--- src/sv/xeu_pkg.sv ---
// Shared constants, types and helper functions for the XML entity decoder.
package xeu_pkg;

  localparam int SPAN  = 10;
  localparam int IDXW  = $clog2(SPAN);
  localparam int CNTW  = $clog2(SPAN + 1);
  localparam int KW    = $clog2(SPAN + 2);
  localparam int NAMES = 5;

  localparam logic [32:0] CODE_LIMIT = 33'h110000;

  localparam logic [7:0] CH_AMP  = 8'h26;
  localparam logic [7:0] CH_SEMI = 8'h3B;
  localparam logic [7:0] CH_HASH = 8'h23;
  localparam logic [7:0] CH_LX   = 8'h78;
  localparam logic [7:0] CH_UX   = 8'h58;

  typedef struct packed {
    logic       clr;
    logic       en;
    logic       hex;
    logic [7:0] data;
  } num_req_t;

  typedef struct packed {
    logic        any;
    logic        neg;
    logic        ovf;
    logic [32:0] value;
  } num_res_t;

  typedef struct packed {
    logic       emit;
    logic       flush;
    logic       last;
    logic [7:0] data;
  } out_req_t;

  function automatic logic [2:0] name_len(input logic [2:0] i);
    logic [2:0] r;
    unique case (i)
      3'd0:    r = 3'd3;
      3'd1:    r = 3'd2;
      3'd2:    r = 3'd2;
      3'd3:    r = 3'd4;
      default: r = 3'd4;
    endcase
    return r;
  endfunction

  function automatic logic [7:0] name_char(input logic [2:0] i, input logic [1:0] k);
    logic [31:0] s;
    unique case (i)
      3'd0:    s = {"amp", 8'h00};
      3'd1:    s = {"lt", 16'h0000};
      3'd2:    s = {"gt", 16'h0000};
      3'd3:    s = "quot";
      default: s = "apos";
    endcase
    return s[8*(3 - int'(k)) +: 8];
  endfunction

  function automatic logic [7:0] name_out(input logic [2:0] i);
    logic [7:0] r;
    unique case (i)
      3'd0:    r = 8'h26;
      3'd1:    r = 8'h3C;
      3'd2:    r = 8'h3E;
      3'd3:    r = 8'h22;
      default: r = 8'h27;
    endcase
    return r;
  endfunction

  function automatic logic [2:0] utf8_len(input logic [20:0] cp);
    logic [2:0] r;
    priority if (cp < 21'h80) r = 3'd1;
    else if (cp < 21'h800) r = 3'd2;
    else if (cp < 21'h10000) r = 3'd3;
    else r = 3'd4;
    return r;
  endfunction

  function automatic logic [7:0] utf8_byte(input logic [20:0] cp, input logic [2:0] len,
                                           input logic [1:0] idx);
    logic [7:0] r;
    r = 8'h00;
    unique case (len)
      3'd1: r = cp[7:0];
      3'd2: r = (idx == 2'd0) ? {3'b110, cp[10:6]} : {2'b10, cp[5:0]};
      3'd3: begin
        unique case (idx)
          2'd0:    r = {4'b1110, cp[15:12]};
          2'd1:    r = {2'b10, cp[11:6]};
          default: r = {2'b10, cp[5:0]};
        endcase
      end
      default: begin
        unique case (idx)
          2'd0:    r = {5'b11110, cp[20:18]};
          2'd1:    r = {2'b10, cp[17:12]};
          2'd2:    r = {2'b10, cp[11:6]};
          default: r = {2'b10, cp[5:0]};
        endcase
      end
    endcase
    return r;
  endfunction

endpackage

--- src/sv/xeu_num.sv ---
// Numeric reference parser: one character per cycle through a shared digit accumulator.
module xeu_num import xeu_pkg::*; (
  input  logic     clk_i,
  input  logic     rst_ni,
  input  num_req_t req_i,
  output num_res_t res_o
);

  localparam logic [2:0] P_BL   = 3'd0;
  localparam logic [2:0] P_PRE  = 3'd1;
  localparam logic [2:0] P_Z0   = 3'd2;
  localparam logic [2:0] P_ZX   = 3'd3;
  localparam logic [2:0] P_DIG  = 3'd4;
  localparam logic [2:0] P_DONE = 3'd5;

  logic [2:0]  p_q, p_d;
  logic [32:0] v_q, v_d;
  logic        any_q, any_d, neg_q, neg_d;

  logic [7:0]  c;
  logic [4:0]  dv;
  logic        blank, isdig, isx, do_pre;
  logic [36:0] prod, sum;
  logic [32:0] sat;

  always_comb begin
    c = req_i.data;
    priority if (c >= 8'h30 && c <= 8'h39) dv = 5'(c - 8'h30);
    else if (c >= 8'h61 && c <= 8'h66) dv = 5'(c - 8'h57);
    else if (c >= 8'h41 && c <= 8'h46) dv = 5'(c - 8'h37);
    else dv = 5'd31;
    blank = (c == 8'h20) || (c >= 8'h09 && c <= 8'h0D);
    isdig = req_i.hex ? (dv < 5'd16) : (dv < 5'd10);
    isx   = (c == CH_LX) || (c == CH_UX);
    prod  = req_i.hex ? {v_q, 4'b0000} : (37'({v_q, 3'b000}) + 37'({v_q, 1'b0}));
    sum   = prod + 37'(dv);
    sat   = (sum > 37'h100000000) ? 33'h100000000 : sum[32:0];
  end

  always_comb begin
    p_d    = p_q;
    v_d    = v_q;
    any_d  = any_q;
    neg_d  = neg_q;
    do_pre = 1'b0;
    if (req_i.clr) begin
      p_d   = P_BL;
      v_d   = '0;
      any_d = 1'b0;
      neg_d = 1'b0;
    end else if (req_i.en) begin
      unique case (p_q)
        P_BL: begin
          if (blank) begin
            p_d = P_BL;
          end else if (c == 8'h2B || c == 8'h2D) begin
            neg_d = (c == 8'h2D);
            p_d   = P_PRE;
          end else begin
            do_pre = 1'b1;
          end
        end
        P_PRE: do_pre = 1'b1;
        P_Z0: begin
          if (isx) begin
            p_d = P_ZX;
          end else if (isdig) begin
            v_d = 33'(dv);
            p_d = P_DIG;
          end else begin
            p_d = P_DONE;
          end
        end
        P_ZX: begin
          if (isdig) begin
            v_d = 33'(dv);
            p_d = P_DIG;
          end else begin
            p_d = P_DONE;
          end
        end
        P_DIG: begin
          if (isdig) v_d = sat;
          else p_d = P_DONE;
        end
        default: p_d = P_DONE;
      endcase
      if (do_pre) begin
        if (req_i.hex && c == 8'h30) begin
          p_d   = P_Z0;
          v_d   = '0;
          any_d = 1'b1;
        end else if (isdig) begin
          v_d   = 33'(dv);
          any_d = 1'b1;
          p_d   = P_DIG;
        end else begin
          p_d = P_DONE;
        end
      end
    end
  end

  always_ff @(posedge clk_i or negedge rst_ni) begin
    if (!rst_ni) begin
      p_q   <= P_BL;
      v_q   <= '0;
      any_q <= 1'b0;
      neg_q <= 1'b0;
    end else begin
      p_q   <= p_d;
      v_q   <= v_d;
      any_q <= any_d;
      neg_q <= neg_d;
    end
  end

  assign res_o.any   = any_q;
  assign res_o.neg   = neg_q;
  assign res_o.value = v_q;
  assign res_o.ovf   = neg_q ? (v_q > 33'h080000000) : (v_q > 33'h07FFFFFFF);

endmodule

--- src/sv/xeu_obuf.sv ---
// Output stage: holds back one byte so the end flag lands on the last one, then a register.
module xeu_obuf import xeu_pkg::*; (
  input  logic       clk_i,
  input  logic       rst_ni,
  input  out_req_t   req_i,
  output logic       ok_o,
  output logic [7:0] plain_byte_o,
  output logic       plain_end_o,
  output logic       plain_valid_o,
  input  logic       plain_ready_i
);

  logic       pend_v_q, pend_v_d;
  logic [7:0] pend_q, pend_d;
  logic       out_v_q, out_v_d;
  logic [7:0] out_byte_q, out_byte_d;
  logic       out_end_q, out_end_d;
  logic       out_free, push, push_end;

  assign out_free = !out_v_q || plain_ready_i;
  assign ok_o     = !pend_v_q || out_free;

  always_comb begin
    pend_v_d = pend_v_q;
    pend_d   = pend_q;
    push     = 1'b0;
    push_end = 1'b0;
    if (req_i.emit && ok_o) begin
      push     = pend_v_q;
      pend_d   = req_i.data;
      pend_v_d = 1'b1;
    end else if (req_i.flush && ok_o) begin
      push     = pend_v_q;
      push_end = req_i.last;
      pend_v_d = 1'b0;
    end
    out_v_d    = out_v_q;
    out_byte_d = out_byte_q;
    out_end_d  = out_end_q;
    if (push) begin
      out_v_d    = 1'b1;
      out_byte_d = pend_q;
      out_end_d  = push_end;
    end else if (plain_ready_i) begin
      out_v_d = 1'b0;
    end
  end

  always_ff @(posedge clk_i or negedge rst_ni) begin
    if (!rst_ni) begin
      pend_v_q <= 1'b0;
      out_v_q  <= 1'b0;
    end else begin
      pend_v_q <= pend_v_d;
      out_v_q  <= out_v_d;
    end
  end

  always_ff @(posedge clk_i) begin
    pend_q     <= pend_d;
    out_byte_q <= out_byte_d;
    out_end_q  <= out_end_d;
  end

  assign plain_byte_o  = out_byte_q;
  assign plain_end_o   = out_end_q;
  assign plain_valid_o = out_v_q;

endmodule

--- src/sv/xml_entity_unescape.sv ---
// Top level: sequencer, entity hold buffer and entity resolution for the XML entity decoder.
// Streaming XML entity decoder. Bytes arrive on the text channel, one request
// at a time; decoded bytes leave on the plain channel through a one-byte
// hold-back stage and an output register, with plain_end on the last byte
// produced by a request carrying text_end. A plain byte passes from one accept
// to the next through accept, feed, end check and flush. A closing ';'
// adds a resolve pass that reads the held body one byte per cycle through the
// shared digit accumulator and then decides; a named entity emits its byte in
// the deciding cycle, other results emit their bytes in the states after it.
// When the tenth byte after '&' arrives with no ';', '&' is emitted in that
// cycle and the held bytes are refed, one per cycle, through the same
// sequencer. End of text inside an entity emits '&' and the held bytes, one
// per cycle. Output stalls hold each emitting step until the output is free.
// The input is not ready while a request is worked.
module xml_entity_unescape import xeu_pkg::*; (
  input  logic       clk_i,
  input  logic       rst_ni,
  input  logic [7:0] text_byte_i,
  input  logic       text_end_i,
  input  logic       text_valid_i,
  output logic       text_ready_o,
  output logic [7:0] plain_byte_o,
  output logic       plain_end_o,
  output logic       plain_valid_o,
  input  logic       plain_ready_i
);

  localparam logic [3:0] S_IDLE = 4'd0;
  localparam logic [3:0] S_FEED = 4'd1;
  localparam logic [3:0] S_SCAN = 4'd2;
  localparam logic [3:0] S_DEC  = 4'd3;
  localparam logic [3:0] S_UTF  = 4'd4;
  localparam logic [3:0] S_RAW  = 4'd5;
  localparam logic [3:0] S_ENDC = 4'd6;
  localparam logic [3:0] S_ENDF = 4'd7;
  localparam logic [3:0] S_FIN  = 4'd8;

  logic [3:0]       st_q, st_d;
  logic [7:0]       byte_q, byte_d;
  logic             end_q, end_d;
  logic             inside_q, inside_d;
  logic [CNTW-1:0]  hc_q, hc_d, hc_new;
  logic [IDXW-1:0]  rp_q, rp_d;
  logic             resc_q, resc_d;
  logic [KW-1:0]    k_q, k_d, k_m1, hc_k;
  logic [NAMES-1:0] m_q, m_d;
  logic             hash_q, hash_d, hex_q, hex_d;

  logic [7:0]       held_q [SPAN];
  logic             wr_en;
  logic [7:0]       wr_data;
  logic [IDXW-1:0]  rd_idx;
  logic [7:0]       held_rd, fb;

  num_req_t         nreq;
  num_res_t         nres;
  out_req_t         oreq;
  logic             ok;

  logic             hit;
  logic [2:0]       hit_i;
  logic [20:0]      cp;
  logic [2:0]       ulen;
  logic             cp_ok, isx_rd, adv, fin_res;

  xeu_num u_num (
    .clk_i  (clk_i),
    .rst_ni (rst_ni),
    .req_i  (nreq),
    .res_o  (nres)
  );

  xeu_obuf u_obuf (
    .clk_i         (clk_i),
    .rst_ni        (rst_ni),
    .req_i         (oreq),
    .ok_o          (ok),
    .plain_byte_o  (plain_byte_o),
    .plain_end_o   (plain_end_o),
    .plain_valid_o (plain_valid_o),
    .plain_ready_i (plain_ready_i)
  );

  assign k_m1 = k_q - 1'b1;
  assign hc_k = KW'(hc_q);
  assign hc_new = hc_q + 1'b1;

  always_comb begin
    unique case (st_q)
      S_FEED:        rd_idx = rp_q;
      S_SCAN:        rd_idx = k_q[IDXW-1:0];
      S_RAW, S_ENDF: rd_idx = k_m1[IDXW-1:0];
      default:       rd_idx = '0;
    endcase
  end

  assign held_rd = held_q[rd_idx];
  assign fb      = resc_q ? held_rd : byte_q;
  assign isx_rd  = (held_rd == CH_LX) || (held_rd == CH_UX);

  assign cp    = nres.value[20:0];
  assign ulen  = utf8_len(cp);
  assign cp_ok = !nres.neg && (nres.value != '0) && (nres.value < CODE_LIMIT);

  always_comb begin
    hit   = 1'b0;
    hit_i = '0;
    for (int i = NAMES - 1; i >= 0; i--) begin
      if (m_q[i] && hc_k == KW'(name_len(3'(i)))) begin
        hit   = 1'b1;
        hit_i = 3'(i);
      end
    end
  end

  always_comb begin
    st_d     = st_q;
    byte_d   = byte_q;
    end_d    = end_q;
    inside_d = inside_q;
    hc_d     = hc_q;
    rp_d     = rp_q;
    resc_d   = resc_q;
    k_d      = k_q;
    m_d      = m_q;
    hash_d   = hash_q;
    hex_d    = hex_q;
    wr_en    = 1'b0;
    wr_data  = fb;
    nreq     = '{clr: 1'b0, en: 1'b0, hex: hex_q, data: held_rd};
    oreq     = '{emit: 1'b0, flush: 1'b0, last: end_q, data: fb};
    adv      = 1'b0;
    fin_res  = 1'b0;

    unique case (st_q)
      S_IDLE: begin
        if (text_valid_i) begin
          byte_d = text_byte_i;
          end_d  = text_end_i;
          st_d   = S_FEED;
        end
      end
      S_FEED: begin
        if (!inside_q) begin
          if (fb == CH_AMP) begin
            inside_d = 1'b1;
            hc_d     = '0;
            adv      = 1'b1;
          end else begin
            oreq.emit = 1'b1;
            adv       = ok;
          end
        end else if (fb == CH_SEMI) begin
          st_d     = S_SCAN;
          k_d      = '0;
          m_d      = '1;
          hash_d   = 1'b0;
          hex_d    = 1'b0;
          nreq.clr = 1'b1;
        end else if (hc_new == CNTW'(SPAN)) begin
          oreq.emit = 1'b1;
          oreq.data = CH_AMP;
          if (ok) begin
            wr_en    = 1'b1;
            inside_d = 1'b0;
            hc_d     = '0;
            resc_d   = 1'b1;
            rp_d     = '0;
          end
        end else begin
          wr_en = 1'b1;
          hc_d  = hc_new;
          adv   = 1'b1;
        end
      end
      S_SCAN: begin
        if (k_q == hc_k) begin
          st_d = S_DEC;
        end else begin
          for (int i = 0; i < NAMES; i++) begin
            if (k_q < KW'(name_len(3'(i))))
              m_d[i] = m_q[i] && (held_rd == name_char(3'(i), k_q[1:0]));
            else
              m_d[i] = 1'b0;
          end
          if (k_q == '0) hash_d = (held_rd == CH_HASH);
          if (k_q == KW'(1) && hash_q && isx_rd) hex_d = 1'b1;
          nreq.en = hash_q && (k_q != '0) && !(k_q == KW'(1) && isx_rd);
          k_d     = k_q + 1'b1;
        end
      end
      S_DEC: begin
        k_d = '0;
        if (hit) begin
          oreq.emit = 1'b1;
          oreq.data = name_out(hit_i);
          fin_res   = ok;
        end else if (hash_q) begin
          if (!nres.any || nres.ovf) st_d = S_RAW;
          else if (cp_ok) st_d = S_UTF;
          else fin_res = 1'b1;
        end else begin
          st_d = S_RAW;
        end
      end
      S_UTF: begin
        oreq.emit = 1'b1;
        oreq.data = utf8_byte(cp, ulen, k_q[1:0]);
        if (ok) begin
          if (k_q == KW'(ulen - 3'd1)) fin_res = 1'b1;
          else k_d = k_q + 1'b1;
        end
      end
      S_RAW: begin
        oreq.emit = 1'b1;
        priority if (k_q == '0) oreq.data = CH_AMP;
        else if (k_q == hc_k + 1'b1) oreq.data = CH_SEMI;
        else oreq.data = held_rd;
        if (ok) begin
          if (k_q == hc_k + 1'b1) fin_res = 1'b1;
          else k_d = k_q + 1'b1;
        end
      end
      S_ENDC: begin
        k_d  = '0;
        st_d = (end_q && inside_q) ? S_ENDF : S_FIN;
      end
      S_ENDF: begin
        oreq.emit = 1'b1;
        oreq.data = (k_q == '0) ? CH_AMP : held_rd;
        if (ok) begin
          if (k_q == hc_k) begin
            inside_d = 1'b0;
            hc_d     = '0;
            st_d     = S_FIN;
          end else begin
            k_d = k_q + 1'b1;
          end
        end
      end
      S_FIN: begin
        oreq.flush = 1'b1;
        if (ok) st_d = S_IDLE;
      end
      default: st_d = S_IDLE;
    endcase

    if (fin_res) begin
      inside_d = 1'b0;
      hc_d     = '0;
      adv      = 1'b1;
    end

    if (adv) begin
      if (resc_q) begin
        if (rp_q == IDXW'(SPAN - 1)) begin
          resc_d = 1'b0;
          rp_d   = '0;
          st_d   = S_ENDC;
        end else begin
          rp_d = rp_q + 1'b1;
          st_d = S_FEED;
        end
      end else begin
        st_d = S_ENDC;
      end
    end
  end

  always_ff @(posedge clk_i or negedge rst_ni) begin
    if (!rst_ni) begin
      st_q     <= S_IDLE;
      inside_q <= 1'b0;
      hc_q     <= '0;
      rp_q     <= '0;
      resc_q   <= 1'b0;
      k_q      <= '0;
      m_q      <= '0;
      hash_q   <= 1'b0;
      hex_q    <= 1'b0;
      end_q    <= 1'b0;
    end else begin
      st_q     <= st_d;
      inside_q <= inside_d;
      hc_q     <= hc_d;
      rp_q     <= rp_d;
      resc_q   <= resc_d;
      k_q      <= k_d;
      m_q      <= m_d;
      hash_q   <= hash_d;
      hex_q    <= hex_d;
      end_q    <= end_d;
    end
  end

  always_ff @(posedge clk_i) begin
    byte_q <= byte_d;
    if (wr_en) held_q[hc_q[IDXW-1:0]] <= wr_data;
  end

  assign text_ready_o = (st_q == S_IDLE);

endmodule
--- config.mk ---
export PLATFORM = sky130hd
export DESIGN_NAME = xml_entity_unescape
export DESIGN_NICKNAME = d
export VERILOG_FILES = /design/src/sv/xeu_pkg.sv /design/src/sv/xeu_num.sv /design/src/sv/xeu_obuf.sv /design/src/sv/xml_entity_unescape.sv
export SDC_FILE = /design/constraint.sdc
export NUM_CORES = 1
export LEC_CHECK = 0
export BUFFER_PORTS_ARGS = -buffer_cell sky130_fd_sc_hd__buf_2
export CORE_MARGIN = 2
export CORE_UTILIZATION = 39
export CTS_CLUSTER_DIAMETER = 30
export CTS_CLUSTER_SIZE = 14
export DETAILED_ROUTE_END_ITERATION = 8
export GPL_TIMING_DRIVEN = 0
export PLACE_DENSITY = 0.5
export SLEW_MARGIN = 20
export SYNTH_ARGS = -nofsm -noshare
export SYNTH_HDL_FRONTEND = slang
export SYNTH_SLANG_ARGS = --single-unit
--- constraint.sdc ---
create_clock -name clk_i -period 12.3 [get_ports clk_i]
set_input_delay 2.46 -clock clk_i [delete_from_list [all_inputs] [get_ports clk_i]]
set_output_delay 2.46 -clock clk_i [all_outputs]
set_load 0.01 [all_outputs]
==> flow_metrics.tcl, run 1 <==
set metrics [dict create \
    reg2reg_depth 33 \
    crit_slowest_cell "a211oi_2" \
    rsz0062_at_grt "false" \
    die_w_um 190 \
    synth_mux_area_share_pct 3.08 \
    place_congestion 0.924 \
    avgViaCountPerCell 6.32 \
    fmax_mhz 96.3 \
    globalRouteOverflowTotal 0 \
    synth_compound_area_share_pct 27.5 \
    final_cell_mix "nand2_1 (155), nor2_1 (121), edfxtp_1 (105)" \
    place_inst 1982 \
    grt_pass1_wl_um 72300 \
    worstMarginPinSlew_ns 1.22 \
    leakage_nw 5.77 \
    synth-edff-count 105 \
    clk_latency_ns 0.45 \
    status "completed" \
    synthXorXnorAreaFrac_pct 3.45 \
    crit_fanout 10 \
    final_common_cell "nand2_1" \
    cts_sinks 171 \
    yosysSeqAreaShare_pct 35.7 \
    r2r_end "u_num.v_q[1]$_DFFE_PN0N_" \
    cts_tree "done" \
    htreeDepth 4 \
    grt_antenna_before_repair 0 \
    crit_buf_inv 7 \
    antenna_left 0 \
    start_util_pct 39.3 \
    ctsResizeCount 0 \
    cp.arrival_ns 10.75 \
    crit_required_ns 12.67 \
    core-area_um2 34300 \
    cap_violations 0 \
    synthArstFlopShare_pct 38.6 \
    synth_top_family_by_area "compound AO/OA/AOI/OAI gates" \
    period_share_pct 84.4 \
    fin_crit_ns 10.38 \
    syn_inst 1501 \
    slew_violations 0 \
    yosysWarnings 0 \
    synth-seq-cells 171 \
    holdPathEnd "u_obuf.plain_byte_o[2]$_DFFE_PP_" \
    antenna_cells 0 \
    crit_family "compound AO/OA/AOI/OAI gates" \
    cts-buffers-inserted 17 \
    r2r_slack_ns 1.92 \
    p_total_w 0.00266 \
    postCtsSetupBuffers 0 \
    hold_path.class "reg -> reg" \
    drtIter0Drc 1138 \
    finClkSkew_ns 0.0129 \
    layout.nets 1613 \
    final_hold_viol_count 0 \
    area.growth.synth_to_final_pct 10.2 \
    rows 68 \
    cp-start-kind "flip-flop" \
    drive_gt1_share_pct 10.6 \
    die_h_um 190 \
    postCtsHoldBufs 0 \
    synthFlopType "edfxtp_1" \
    grt_pass1_vias 11700 \
    postLayoutCellArea_um2 14800 \
    dieArea_um2 36000 \
    cp-end-kind "flip-flop" \
    critPathMaxStageDelay_ns 0.95 \
    min_from "u_obuf.pend_q[2]$_DFFE_PP_" \
    track_usage_pct 26.2 \
    numPortBuffers 23 \
    first_pass_iters 7 \
    min_path_cells 0 \
    cp_common_cell "inv_1" \
    synth-adder-area-share_pct 5.13 \
    synth_nets 1568 \
    wire_per_inst_um 23.2 \
    crit_cells 33 \
    power_density_nw_per_um2 179 \
    grt_max_degree 44 \
    routed_wl_um 46800 \
    pin_count 24 \
    finalSetupTns_ns 0 \
    yosys.area_share.simple_pct 20.9 \
    place_area_um2 14200 \
    root_buffer "clkbuf_16" \
    cts_buffer_depth 2 \
    avgSynthCellArea_um2 8.98 \
    vias 12700 \
    finalSetupViolCount 0 \
    syn-cell-area_um2 13500 \
    crit_type "reg -> reg" \
    post-dp-hpwl_um 35700 \
    cts.clk_slew.worst_paths_ns 0.08 \
    drc 0 \
    finalNonFillerCells 2014 \
    slew-limit-headroom_pct 18.3 \
    peakVddDrop_mv 0.108 \
    synthDistinctLibCells 104 \
    worstReg2RegStart "k_q[1]$_DFFE_PN0P_" \
]
-- final cells by class --
cell class              count  area, um2
fillers                  3413      19400
multi-input cells        1200       8110
flip-flops and latches    171       4800
well taps                 455        569
clock buffers              17        425
plain buffers              85        412
clock inverters            15        194
inverters                  45        169
repair buffers             26        160
-- stage by stage --
stage / hold slack (ns) / util [%] / worst slack, ns
after floorplan: 0.400 / - / 4.78
after global placement: 0.404 / 41.3 / 2.08
after detailed placement: 0.405 / 41.5 / 2.17
after CTS: 0.422 / 43.3 / 2.13
after global routing: 0.433 / 43.3 / 0.992
final: 0.420 / 43.3 / 1.92
-- logic make-up (layout without fill, tap and decap cells) --
family,count (synthesis),count (layout)
simple gates,548,548
compound gates,511,511
flops,171,171
buf+inv,130,188
fa+ha+maj,54,54
xor+xnor,53,53
mux,34,34
-- power by group --
part           total (W)  leakage, nW  switching, W  internal [W]
sequential      0.000731         1.85     0.0000334      0.000697
clock           0.000573        0.303      0.000278      0.000295
combinational    0.00136         3.61      0.000938      0.000420
total            0.00266         5.77       0.00125       0.00141
-- flip-flops by register name, indices dropped and copies added (netlist names), 3 cells and up --
signal / cells
u_obuf.pend_q: 8
byte_q: 8
hc_k: 4
held_q: 80
m_q: 5
u_num.p_q: 3
u_obuf.plain_byte_o: 8
k_q: 4
st_q: 4
u_num.v_q: 33
rp_q: 4
-- worst max path at each step --
stage | startpoint | endpoint | slack, ns
after detailed placement | k_q[1]$_DFFE_PN0P_ | u_num.v_q[1]$_DFFE_PN0N_ | 2.17
after floorplan | k_q[0]$_DFFE_PN0P_ | u_num.v_q[12]$_DFFE_PN0N_ | 4.78
after global routing | k_q[1]$_DFFE_PN0P_ | u_num.v_q[1]$_DFFE_PN0N_ | 0.99
after CTS | k_q[1]$_DFFE_PN0P_ | u_num.v_q[1]$_DFFE_PN0N_ | 2.13
final | k_q[1]$_DFFE_PN0P_ | u_num.v_q[1]$_DFFE_PN0N_ | 1.92
after global placement | k_q[1]$_DFFE_PN0P_ | u_num.v_q[1]$_DFFE_PN0N_ | 2.08
-- per-layer routing --
layer / routed length, um / track usage, % / vias up
met4: 732 / 6.23 / 0
met3: 3260 / 3.84 / 46
met1: 23500 / 41.8 / 6303
met5: 0 / 0 / -
li1: - / - / 5931
met2: 19300 / 36.4 / 455
-- synthesized netlist by cell type (34+ instances only) --
cell,instances,area [um2]
nor2_1,121,454
a21oi_1,105,526
nor3_1,44,220
clkbuf_1,50,188
nand2_1,155,582
xnor2_1,34,298
ha_1,52,651
o21ai_0,77,385
dfrtp_1,66,1650
inv_1,44,165
nand3_1,39,195
edfxtp_1,105,3150
Power figures use the tool's default switching activity.
==> run 2, diff against run 1 <==
PLACE_DENSITY = 0.52   (was 0.5)
clock period = 8.7 ns   (was 12.3 ns; I/O delays follow)
==> flow_metrics.tcl, run 2 (same netlist as run 1, synthesis figures left out) <==
set metrics [dict create \
    leakage_nw 5.86 \
    largest_register_ffs 80 \
    cp-end-kind "flip-flop" \
    drtIter0Drc 1325 \
    cts-buffers-inserted 17 \
    grt_max_degree 44 \
    die_h_um 190 \
    crit_type "reg -> reg" \
    crit_slowest_cell "a311oi_2" \
    fin_crit_ns 8.39 \
    area.growth.synth_to_final_pct 12.4 \
    grt_antenna_before_repair 0 \
    routed_wl_um 45700 \
    vias 12600 \
    layout.nets 1622 \
    avgViaCountPerCell 6.22 \
    cap_violations 0 \
    r2r_slack_ns 0.31 \
    dp_slack_ns -1.31 \
    antenna_cells 0 \
    die_w_um 190 \
    postLayoutCellArea_um2 15100 \
    cts_sinks 171 \
    peakVddDrop_mv 0.177 \
    rows 68 \
    slew_violations 0 \
    start_util_pct 39.3 \
    pin_count 24 \
    cts_buffer_depth 2 \
    final_cell_mix "nand2_1 (155), nor2_1 (120), edfxtp_1 (105)" \
    finClkSkew_ns 0.0182 \
    postCtsHoldBufs 0 \
    final_util_pct 44.2 \
    place_area_um2 14200 \
    final_hold_viol_count 0 \
    finalWorstSetupSlack_ns 0.315 \
    dieArea_um2 36000 \
    min_from "u_obuf.pend_q[0]$_DFFE_PP_" \
    cp.arrival_ns 8.75 \
    period_share_pct 96.4 \
    fmax_mhz 119 \
    cp-start-kind "flip-flop" \
    status "completed" \
    antenna_left 0 \
    holdPathEnd "u_obuf.plain_byte_o[0]$_DFFE_PP_" \
    globalRouteOverflowTotal 0 \
    power_density_nw_per_um2 256 \
    core-area_um2 34300 \
    hold_path.class "reg -> reg" \
    place_congestion 0.943 \
    finalSetupViolCount 0 \
    wire_per_inst_um 22.6 \
    drc 0 \
    slew-limit-headroom_pct 29.8 \
    htreeDepth 4 \
    reg2reg_depth 28 \
    holdWs_ns 0.412 \
    final_common_cell "nand2_1" \
    crit_required_ns 9.07 \
    grt_pass1_vias 11800 \
    cts.clk_slew.worst_paths_ns 0.08 \
    drive_gt1_share_pct 12.2 \
    worstReg2RegStart "st_q[1]$_DFFE_PN0P_" \
    cp-startpoint "st_q[1]$_DFFE_PN0P_" \
    root_buffer "clkbuf_16" \
    clk_latency_ns 0.46 \
    min_path_cells 0 \
    rsz0062_at_grt "false" \
    cts_tree "done" \
    cp_common_cell "a21o_1" \
    numPortBuffers 23 \
    nFillCells 3387 \
    crit_fanout 10 \
    critPathMaxStageDelay_ns 0.84 \
    post-dp-hpwl_um 34700 \
    track_usage_pct 25.6 \
    first_pass_iters 5 \
    grt_pass1_wl_um 70800 \
    r2r_end "u_num.v_q[1]$_DFFE_PN0N_" \
    worstMarginPinSlew_ns 1.05 \
]
## run 2: changes by cell type in the layout (fill, tap and decap cells not counted), sizes merged
| cell | previous run | this run |
|---|---|---|
| clkinv | 7 | 6 |
| bufinv | 1 | 0 |
| clkinvlp | 0 | 2 |
| clkbuf | 67 | 69 |
| buf | 61 | 68 |
## run 2: cell type report
type / count / area [um2] / area share (%)
Clock inverter: 15 / 215 / 1.42
Timing Repair Buffer: 36 / 248 / 1.64
Multi-Input combinational cell: 1200 / 8290 / 54.7
Tap cell: 455 / 569 / 3.76
Buffer: 84 / 418 / 2.76
Sequential cell: 171 / 4810 / 31.7
Clock buffer: 17 / 425 / 2.81
Inverter: 45 / 176 / 1.16
## run 2: repair_timing
item | 4_1_cts | 5_1_grt
pin swaps | 2 | 4
buffers inserted | 3 | 8
setup endpoints to repair | 33 | 33
gates resized for setup | 7 | 29
## run 2: metrics by stage
stage | TNS (ns) | power [W] | cells
final | 0 | 0.00388 | 2023
after CTS | 0 | 0.00377 | 2015
after global placement | -36.88 | 0.00289 | 1979
after floorplan | 0 | 0.00230 | 1501
after global routing | 0 | 0.00410 | 2023
after detailed placement | -38.39 | 0.00289 | 1981
## run 2: layer usage
layer / track usage, % / wire length [um] / vias up
li1: - / - / 5935
met1: 39.4 / 22600 / 6153
met2: 36.4 / 19000 / 437
met3: 3.97 / 3060 / 56
met4: 7.99 / 955 / 0
met5: 0 / 0 / -
## run 2: critical path: cells and delay by family, from the launching register on
family	cells	cell delay, ns
AND/OR/NAND/NOR	10	3.37
adder cells (fa/ha/maj)	2	0.47
AO/OA/AOI/OAI	13	3.22
flip-flops	1	0.44
buffers and inverters	3	0.76
## run 2: worst max path at each step
| stage | to | depth (start not counted) | slack, ns |
|---|---|---|---|
| floorplan | u_num.v_q[12]$_DFFE_PN0N_ | 36 | 1.18 |
| global placement | u_num.v_q[1]$_DFFE_PN0N_ | 33 | -1.27 |
| detailed placement | u_num.v_q[1]$_DFFE_PN0N_ | 33 | -1.31 |
| CTS | u_num.v_q[1]$_DFFE_PN0N_ | 29 | 0.04 |
| global route | u_num.v_q[1]$_DFFE_PN0N_ | 32 | 0.01 |
| finish | u_num.v_q[1]$_DFFE_PN0N_ | 28 | 0.31 |
## run 2: power breakdown
part           switching [W]  internal (W)  leakage, nW
Sequential         0.0000455      0.000986         1.85
Combinational        0.00135      0.000673         3.70
Clock               0.000420      0.000404        0.309
Total                0.00181       0.00206         5.86
